`config.mk`:
```
export PLATFORM = sky130hd
export DESIGN_NAME = uart_dual_ring_queue
export DESIGN_NICKNAME = d
export VERILOG_FILES = /design/src/rtl/core/udrq_pkg.sv /design/src/rtl/core/uart_dual_ring_queue.sv
export SDC_FILE = /design/constraint.sdc
export NUM_CORES = 2
export LEC_CHECK = 0
export ABC_CLOCK_PERIOD_IN_PS = 3300
export BUFFER_PORTS_ARGS = -buffer_cell sky130_fd_sc_hd__buf_4
export CAP_MARGIN = 20
export CORE_MARGIN = 4
export CORE_UTILIZATION = 49
export DETAILED_ROUTE_END_ITERATION = 8
export PLACE_DENSITY = 0.75
export RECOVER_POWER = 25
export SLEW_MARGIN = 20
export SYNTH_ARGS = -nofsm -noshare
export SYNTH_HDL_FRONTEND = slang
export SYNTH_SLANG_ARGS = --single-unit
```
`constraint.sdc`:
```
create_clock -name aclk -period 3.3 [get_ports aclk]
set_input_delay 0.165 -clock aclk [delete_from_list [all_inputs] [get_ports aclk]]
set_output_delay 0.165 -clock aclk [all_outputs]
set_load 0.1 [all_outputs]
```
`src/rtl/core/udrq_pkg.sv`:
```
// ----------------------------------------------------------------------------
// udrq_pkg
// Shared depths, pointer widths and codes for the dual UART ring queue.
// ----------------------------------------------------------------------------
package udrq_pkg;

    localparam int RX_DEPTH = 16;
    localparam int TX_DEPTH = 128;

    localparam int RX_PTR_W = (RX_DEPTH > 2) ? $clog2(RX_DEPTH) : 1;
    localparam int TX_PTR_W = (TX_DEPTH > 2) ? $clog2(TX_DEPTH) : 1;

    localparam logic [RX_PTR_W-1:0] RX_LAST = RX_PTR_W'(RX_DEPTH - 1);
    localparam logic [TX_PTR_W-1:0] TX_LAST = TX_PTR_W'(TX_DEPTH - 1);

    localparam int BYTE_W  = 8;
    localparam int COUNT_W = 32;

    typedef logic [1:0] op_t;
    typedef logic [1:0] status_t;

    localparam op_t OP_DEVICE = 2'd0;
    localparam op_t OP_READ   = 2'd1;
    localparam op_t OP_WRITE  = 2'd2;

    localparam status_t STATUS_OK       = 2'd0;
    localparam status_t STATUS_TX_FULL  = 2'd1;
    localparam status_t STATUS_RX_EMPTY = 2'd2;

endpackage

```
`src/rtl/core/uart_dual_ring_queue.sv`:
```
// ----------------------------------------------------------------------------
// uart_dual_ring_queue
// Receive and transmit byte ring queues between a UART and software.
// ----------------------------------------------------------------------------
// One word is taken per clock. Each accepted word is handled in the cycle it
// is taken: pointers, the interrupt enable and the event counters update at
// the accepting edge, and the result word is in the output register in the
// next cycle. The store arrays are read synchronously at the same edge, so a
// popped byte is presented from the read-data register with the rest of the
// result. s_ready drops only while a result word waits on m_ready; with
// m_ready held high the block sustains one word per cycle. Each queue keeps
// one slot free, so the receive queue holds at most RX_DEPTH-1 bytes and the
// transmit queue at most TX_DEPTH-1 bytes. On a device event the received
// byte is stored before the transmitter-empty pop. A received byte arriving
// on a full receive queue is dropped but still counted; a transmitter-empty
// event on an empty transmit queue clears the interrupt enable and is still
// counted. Both counters wrap at 2^32.
module uart_dual_ring_queue (
    input  logic                          aclk,
    input  logic                          aresetn,
    // input word
    input  logic                          s_valid,
    output logic                          s_ready,
    input  udrq_pkg::op_t                 s_operation,
    input  logic                          s_rx_has_byte,
    input  logic                          s_tx_empty,
    input  logic [udrq_pkg::BYTE_W-1:0]   s_rx_byte,
    input  logic [udrq_pkg::BYTE_W-1:0]   s_write_byte,
    // result word
    output logic                          m_valid,
    input  logic                          m_ready,
    output logic [udrq_pkg::BYTE_W-1:0]   m_data_out,
    output logic                          m_data_valid,
    output udrq_pkg::status_t             m_status,
    output logic                          m_tx_irq_enable,
    output logic [udrq_pkg::COUNT_W-1:0]  m_rx_event_count,
    output logic [udrq_pkg::COUNT_W-1:0]  m_tx_event_count
);
    import udrq_pkg::*;

    // byte stores, contents undefined until written
    logic [BYTE_W-1:0] rx_mem [RX_DEPTH];
    logic [BYTE_W-1:0] tx_mem [TX_DEPTH];

    // queue state
    logic [RX_PTR_W-1:0] rx_wr_pos_reg, rx_wr_pos_next;
    logic [RX_PTR_W-1:0] rx_rd_pos_reg, rx_rd_pos_next;
    logic [TX_PTR_W-1:0] tx_wr_pos_reg, tx_wr_pos_next;
    logic [TX_PTR_W-1:0] tx_rd_pos_reg, tx_rd_pos_next;
    logic                tx_irq_reg, tx_irq_next;
    logic [COUNT_W-1:0]  rx_events_reg, rx_events_next;
    logic [COUNT_W-1:0]  tx_events_reg, tx_events_next;

    // result register
    logic                m_valid_reg, m_valid_next;
    logic                data_valid_reg, data_valid_next;
    logic                sel_rx_reg, sel_rx_next;
    status_t             status_reg, status_next;
    logic [BYTE_W-1:0]   rx_rd_data_reg;
    logic [BYTE_W-1:0]   tx_rd_data_reg;

    // per-word control
    logic                accept;
    logic                rx_push;
    logic                tx_push;
    logic [RX_PTR_W-1:0] rx_wr_inc;
    logic [RX_PTR_W-1:0] rx_rd_inc;
    logic [TX_PTR_W-1:0] tx_wr_inc;
    logic [TX_PTR_W-1:0] tx_rd_inc;
    logic                rx_full;
    logic                rx_empty;
    logic                tx_full;
    logic                tx_empty_q;

    // Take a new word whenever the output register is free or being drained.
    assign s_ready = !m_valid_reg || m_ready;
    assign accept  = s_valid && s_ready;

    // Wrapping successors of each position.
    assign rx_wr_inc = (rx_wr_pos_reg == RX_LAST) ? '0 : RX_PTR_W'(rx_wr_pos_reg + 1'b1);
    assign rx_rd_inc = (rx_rd_pos_reg == RX_LAST) ? '0 : RX_PTR_W'(rx_rd_pos_reg + 1'b1);
    assign tx_wr_inc = (tx_wr_pos_reg == TX_LAST) ? '0 : TX_PTR_W'(tx_wr_pos_reg + 1'b1);
    assign tx_rd_inc = (tx_rd_pos_reg == TX_LAST) ? '0 : TX_PTR_W'(tx_rd_pos_reg + 1'b1);

    // One free slot separates full from empty.
    assign rx_full    = (rx_wr_inc == rx_rd_pos_reg);
    assign rx_empty   = (rx_rd_pos_reg == rx_wr_pos_reg);
    assign tx_full    = (tx_wr_inc == tx_rd_pos_reg);
    assign tx_empty_q = (tx_rd_pos_reg == tx_wr_pos_reg);

    always_comb begin
        rx_wr_pos_next  = rx_wr_pos_reg;
        rx_rd_pos_next  = rx_rd_pos_reg;
        tx_wr_pos_next  = tx_wr_pos_reg;
        tx_rd_pos_next  = tx_rd_pos_reg;
        tx_irq_next     = tx_irq_reg;
        rx_events_next  = rx_events_reg;
        tx_events_next  = tx_events_reg;
        data_valid_next = data_valid_reg;
        sel_rx_next     = sel_rx_reg;
        status_next     = status_reg;
        rx_push         = 1'b0;
        tx_push         = 1'b0;

        if (accept) begin
            data_valid_next = 1'b0;
            sel_rx_next     = 1'b0;
            status_next     = STATUS_OK;
            case (s_operation)
                OP_DEVICE: begin
                    // store the received byte first, drop it on a full queue
                    if (s_rx_has_byte) begin
                        if (!rx_full) begin
                            rx_push        = 1'b1;
                            rx_wr_pos_next = rx_wr_inc;
                        end
                        rx_events_next = rx_events_reg + 1'b1;
                    end
                    // then hand the next transmit byte to the line
                    if (s_tx_empty) begin
                        if (!tx_empty_q) begin
                            data_valid_next = 1'b1;
                            tx_rd_pos_next  = tx_rd_inc;
                        end else begin
                            tx_irq_next = 1'b0;
                        end
                        tx_events_next = tx_events_reg + 1'b1;
                    end
                end
                OP_READ: begin
                    if (!rx_empty) begin
                        data_valid_next = 1'b1;
                        sel_rx_next     = 1'b1;
                        rx_rd_pos_next  = rx_rd_inc;
                    end else begin
                        status_next = STATUS_RX_EMPTY;
                    end
                end
                OP_WRITE: begin
                    if (tx_full) begin
                        status_next = STATUS_TX_FULL;
                    end else begin
                        tx_push        = 1'b1;
                        tx_wr_pos_next = tx_wr_inc;
                        tx_irq_next    = 1'b1;
                    end
                end
                default: begin
                    // unused code: report the current state, change nothing
                end
            endcase
        end

        // Hold a result until taken; a new word replaces it in the same cycle.
        if (accept) begin
            m_valid_next = 1'b1;
        end else if (m_ready) begin
            m_valid_next = 1'b0;
        end else begin
            m_valid_next = m_valid_reg;
        end
    end

    always_ff @(posedge aclk) begin
        if (!aresetn) begin
            rx_wr_pos_reg <= '0;
            rx_rd_pos_reg <= '0;
            tx_wr_pos_reg <= '0;
            tx_rd_pos_reg <= '0;
            tx_irq_reg    <= 1'b0;
            rx_events_reg <= '0;
            tx_events_reg <= '0;
            m_valid_reg   <= 1'b0;
        end else begin
            rx_wr_pos_reg <= rx_wr_pos_next;
            rx_rd_pos_reg <= rx_rd_pos_next;
            tx_wr_pos_reg <= tx_wr_pos_next;
            tx_rd_pos_reg <= tx_rd_pos_next;
            tx_irq_reg    <= tx_irq_next;
            rx_events_reg <= rx_events_next;
            tx_events_reg <= tx_events_next;
            m_valid_reg   <= m_valid_next;
        end
    end

    // Result payload: no reset needed.
    always_ff @(posedge aclk) begin
        data_valid_reg <= data_valid_next;
        sel_rx_reg     <= sel_rx_next;
        status_reg     <= status_next;
    end

    // Receive store: write on push, read the head on every accepted word.
    always_ff @(posedge aclk) begin
        if (rx_push) begin
            rx_mem[rx_wr_pos_reg] <= s_rx_byte;
        end
        if (accept) begin
            rx_rd_data_reg <= rx_mem[rx_rd_pos_reg];
        end
    end

    // Transmit store: a push to an empty queue lands on the slot being read.
    always_ff @(posedge aclk) begin
        if (tx_push) begin
            tx_mem[tx_wr_pos_reg] <= s_write_byte;
        end
        if (accept) begin
            tx_rd_data_reg <= tx_mem[tx_rd_pos_reg];
        end
    end

    // Drive zero on data_out whenever no byte is carried.
    assign m_valid          = m_valid_reg;
    assign m_data_valid     = data_valid_reg;
    assign m_data_out       = !data_valid_reg ? '0 :
                              (sel_rx_reg ? rx_rd_data_reg : tx_rd_data_reg);
    assign m_status         = status_reg;
    assign m_tx_irq_enable  = tx_irq_reg;
    assign m_rx_event_count = rx_events_reg;
    assign m_tx_event_count = tx_events_reg;

endmodule

```
==> impl_metrics.tcl <==
set metrics [dict create \
    status "finished with violations" \
    violations "capacitance limit, slew limit" \
    dr.pass1.iters 6 \
    synth_top_area_cell "edfxtp_1" \
    dr_wl_met3_um 11700 \
    largest_reg_flops 1024 \
    drv_cap 7 \
    yosysMostFrequentCell "edfxtp_1" \
    setup_viol 0 \
    synth_top_area_share_pct 69.7 \
    muxShareOfSynthArea_pct 15.5 \
    worstPathRequired_ps 3640 \
    critPathTopFamily "simple AND/OR/NAND/NOR gates" \
    syn_area_um2 50500 \
    worstHoldPathType "input port to flip-flop" \
    dr_wl_met2_um 61000 \
    period_needed_ps 3260 \
    tritoncts "yes" \
    post-route-period-util_pct 98.7 \
    hpwl_um 79000 \
    grt_max_degree 129 \
    synth_fa_ha_area_share_pct 0.297 \
    tightestPinTransition_ps 3560 \
    grt_overflow 0 \
    regMostFlops "tx_mem" \
    grt_first_pass_wirelength_um 185000 \
    path_cells "nand3_1 > or3_4 > a21oi_4 > xor2_4 > buf_4 > o2111ai_4 > buf_12 > nor2_1" \
    maxUsedRoutingLayer "met4" \
    path_buf_inv 2 \
    drcViolationCount 0 \
    rows 117 \
    port_buffers 101 \
    core_area_um2 102000 \
    dp_slack_ps -25.6 \
    fin_nets 2887 \
    critPathMaxStageDelay_ps 680 \
    placed_cells 4080 \
    setup_ws_ps 43.1 \
    yosys.area_share.xor_xnor_pct 1.37 \
    start_kind "flip-flop" \
    die_w_um 329 \
    syn_area_per_cell_um2 19.4 \
    critPathArrivalTime_ps 3590 \
    ys_ff_latch 1260 \
    drive_gt1_share_pct 27.1 \
    fmax_mhz 307 \
    cellPowerDensity_nw_per_um2 540 \
    fin_skew_ps 61.4 \
    yosysUniqueCellTypes 81 \
    cts_sinks 1260 \
    synthFlopType "edfxtp_1" \
    grt_usage_pct 23.1 \
    netlist_top_cells_area "edfxtp_1, mux4_2, dfxtp_1" \
    yosys.area_share.simple_pct 5.27 \
    synth_top_family_by_area "multiplexers" \
    wl_per_cell_um 28.9 \
    yosys-top-cells-count "edfxtp_1, mux4_2, nor2_1" \
    synth_nets 2644 \
    path_class "flip-flop to flip-flop" \
    routed-via-count 27185 \
    yosysWarnings 0 \
    fill_cells 7362 \
    slew_headroom_pct -137 \
    end_kind "flip-flop" \
    fin_cells 4326 \
    synth_cells 2608 \
    wirelength_um 125000 \
    start_util_pct 49.5 \
    hold_ws_ps 356 \
    path_clk_slew_ps 70 \
    max-vdd-ir-drop_mv 0.476 \
    die_area_um2 108000 \
    clock_path_buffers 3 \
    grt_pass1_vias 27626 \
    cp_slowest_cell "nor2_1" \
    seq_area_frac_synth_pct 73.1 \
    synthToLayoutAreaGrowth_pct 14.2 \
    top_regs "tx_mem: 1024 flops, rx_mem: 128 flops" \
    via_per_inst 6.28 \
    drtIter0Drc 3762 \
    antenna_left 0 \
    grt_antenna_before_repair 1 \
    ioPinCount 102 \
    die_h_um 329 \
    hold_viol_final 0 \
    gp_congestion 0.942 \
    clock-root-buffer "clkbuf_16" \
    slew_viol_final 535 \
    synth_edf_count 1172 \
    wl_met1_um 47500 \
    crit_fanout 8 \
    htree_levels 3 \
    numCtsBuffers 118 \
    synth_compound_area_share_pct 2.66 \
    synthArstFlopShare_pct 0 \
    p_leak_nw 17.6 \
    clkLatencyLatePin_ps 720 \
]
worst paths after layout:
| kind | start | to | slack (ps) | cells after the start |
|---|---|---|---|---|
| min | aresetn | m_tx_irq_enable | 360 | 3 |
| max reg2reg | tx_wr_pos_reg[3] | tx_mem[14][6] | 40 | 8 |
| min reg2reg | m_rx_event_count[29] | m_rx_event_count[29] | 500 | 2 |
| max | tx_wr_pos_reg[3] | tx_mem[14][6] | 40 | 8 |
stage by stage:
step	setup TNS (ps)	util, %	cell area, um^2	total power (W)
after floorplan	0	-	50600	0.0181
final	0	56.6	57700	0.0312
after CTS	0	56.5	57700	0.0313
after detailed placement	-206	52.7	53700	0.0184
after global routing	-2.62	56.6	57700	0.0321
after global placement	-1130	52.6	53700	0.0184
cells in the final DEF, fill, tap and decap left out, types with 10 or more instances in the layout:
cell	instances
and2_1	10
and3_1	25
xnor2_1	39
nand2_1	77
nor2_1	151
o21ai_0	23
nor3_1	37
nor3_2	29
a22oi_1	18
clkinv_1	27
buf_12	22
nor2b_1	30
nor2_2	10
buf_4	207
clkbuf_16	120
o22ai_1	12
clkinv_2	15
dlygate4sd3_1	16
mux2_2	13
nor4_2	10
nand4_1	14
dfxtp_1	81
a21oi_1	40
nand3_1	51
mux2i_1	97
xor2_1	37
ha_1	12
inv_1	20
or3_1	13
clkbuf_1	55
edfxtp_1	1172
mux4_2	298
timing repair:
action	4_1_cts	5_1_grt
hold buffers	16	0
resized for setup	9	11
buffers inserted	0	2
setup endpoints to repair	31	63
hold endpoints to repair	161	0
where the power goes:
part / internal [W] / switching [W] / total (W)
logic: 0.000146 / 0.000488 / 0.000634
registers: 0.0175 / 0.0000230 / 0.0175
clock network: 0.00720 / 0.00586 / 0.0131
per-layer routing:
| metal | vias to the layer above | GRT usage (%) |
|---|---|---|
| met5 | - | 0 |
| met4 | 0 | 7.71 |
| met3 | 313 | 5.14 |
| met2 | 1560 | 37.3 |
| met1 | 14180 | 31.5 |
| li1 | 11132 | - |
cells by family after synthesis:
group           count (synthesis)
compound gates                178
flops                        1260
simple gates                  504
mux                           409
buf+inv                       168
xor+xnor                       77
fa+ha+maj                      12
worst min-delay path, cell delays in order:
cell and delay (ps):
dlygate4sd3_1 540, buf_4 200, o211a_1 120
final cells by class:
class	instances	area [um^2]	share of cell area [%]
inverter	23	90.1	0.156
timing repair buffer	268	2310	4.01
multi-input combinational	1180	12900	22.4
antenna	1	2.50	0.00434
sequential	1260	37000	64.1
tap	1368	1710	2.97
clock inverter	60	514	0.891
clock buffer	166	3210	5.55
Note: power is estimated with default switching activity, not from simulation.
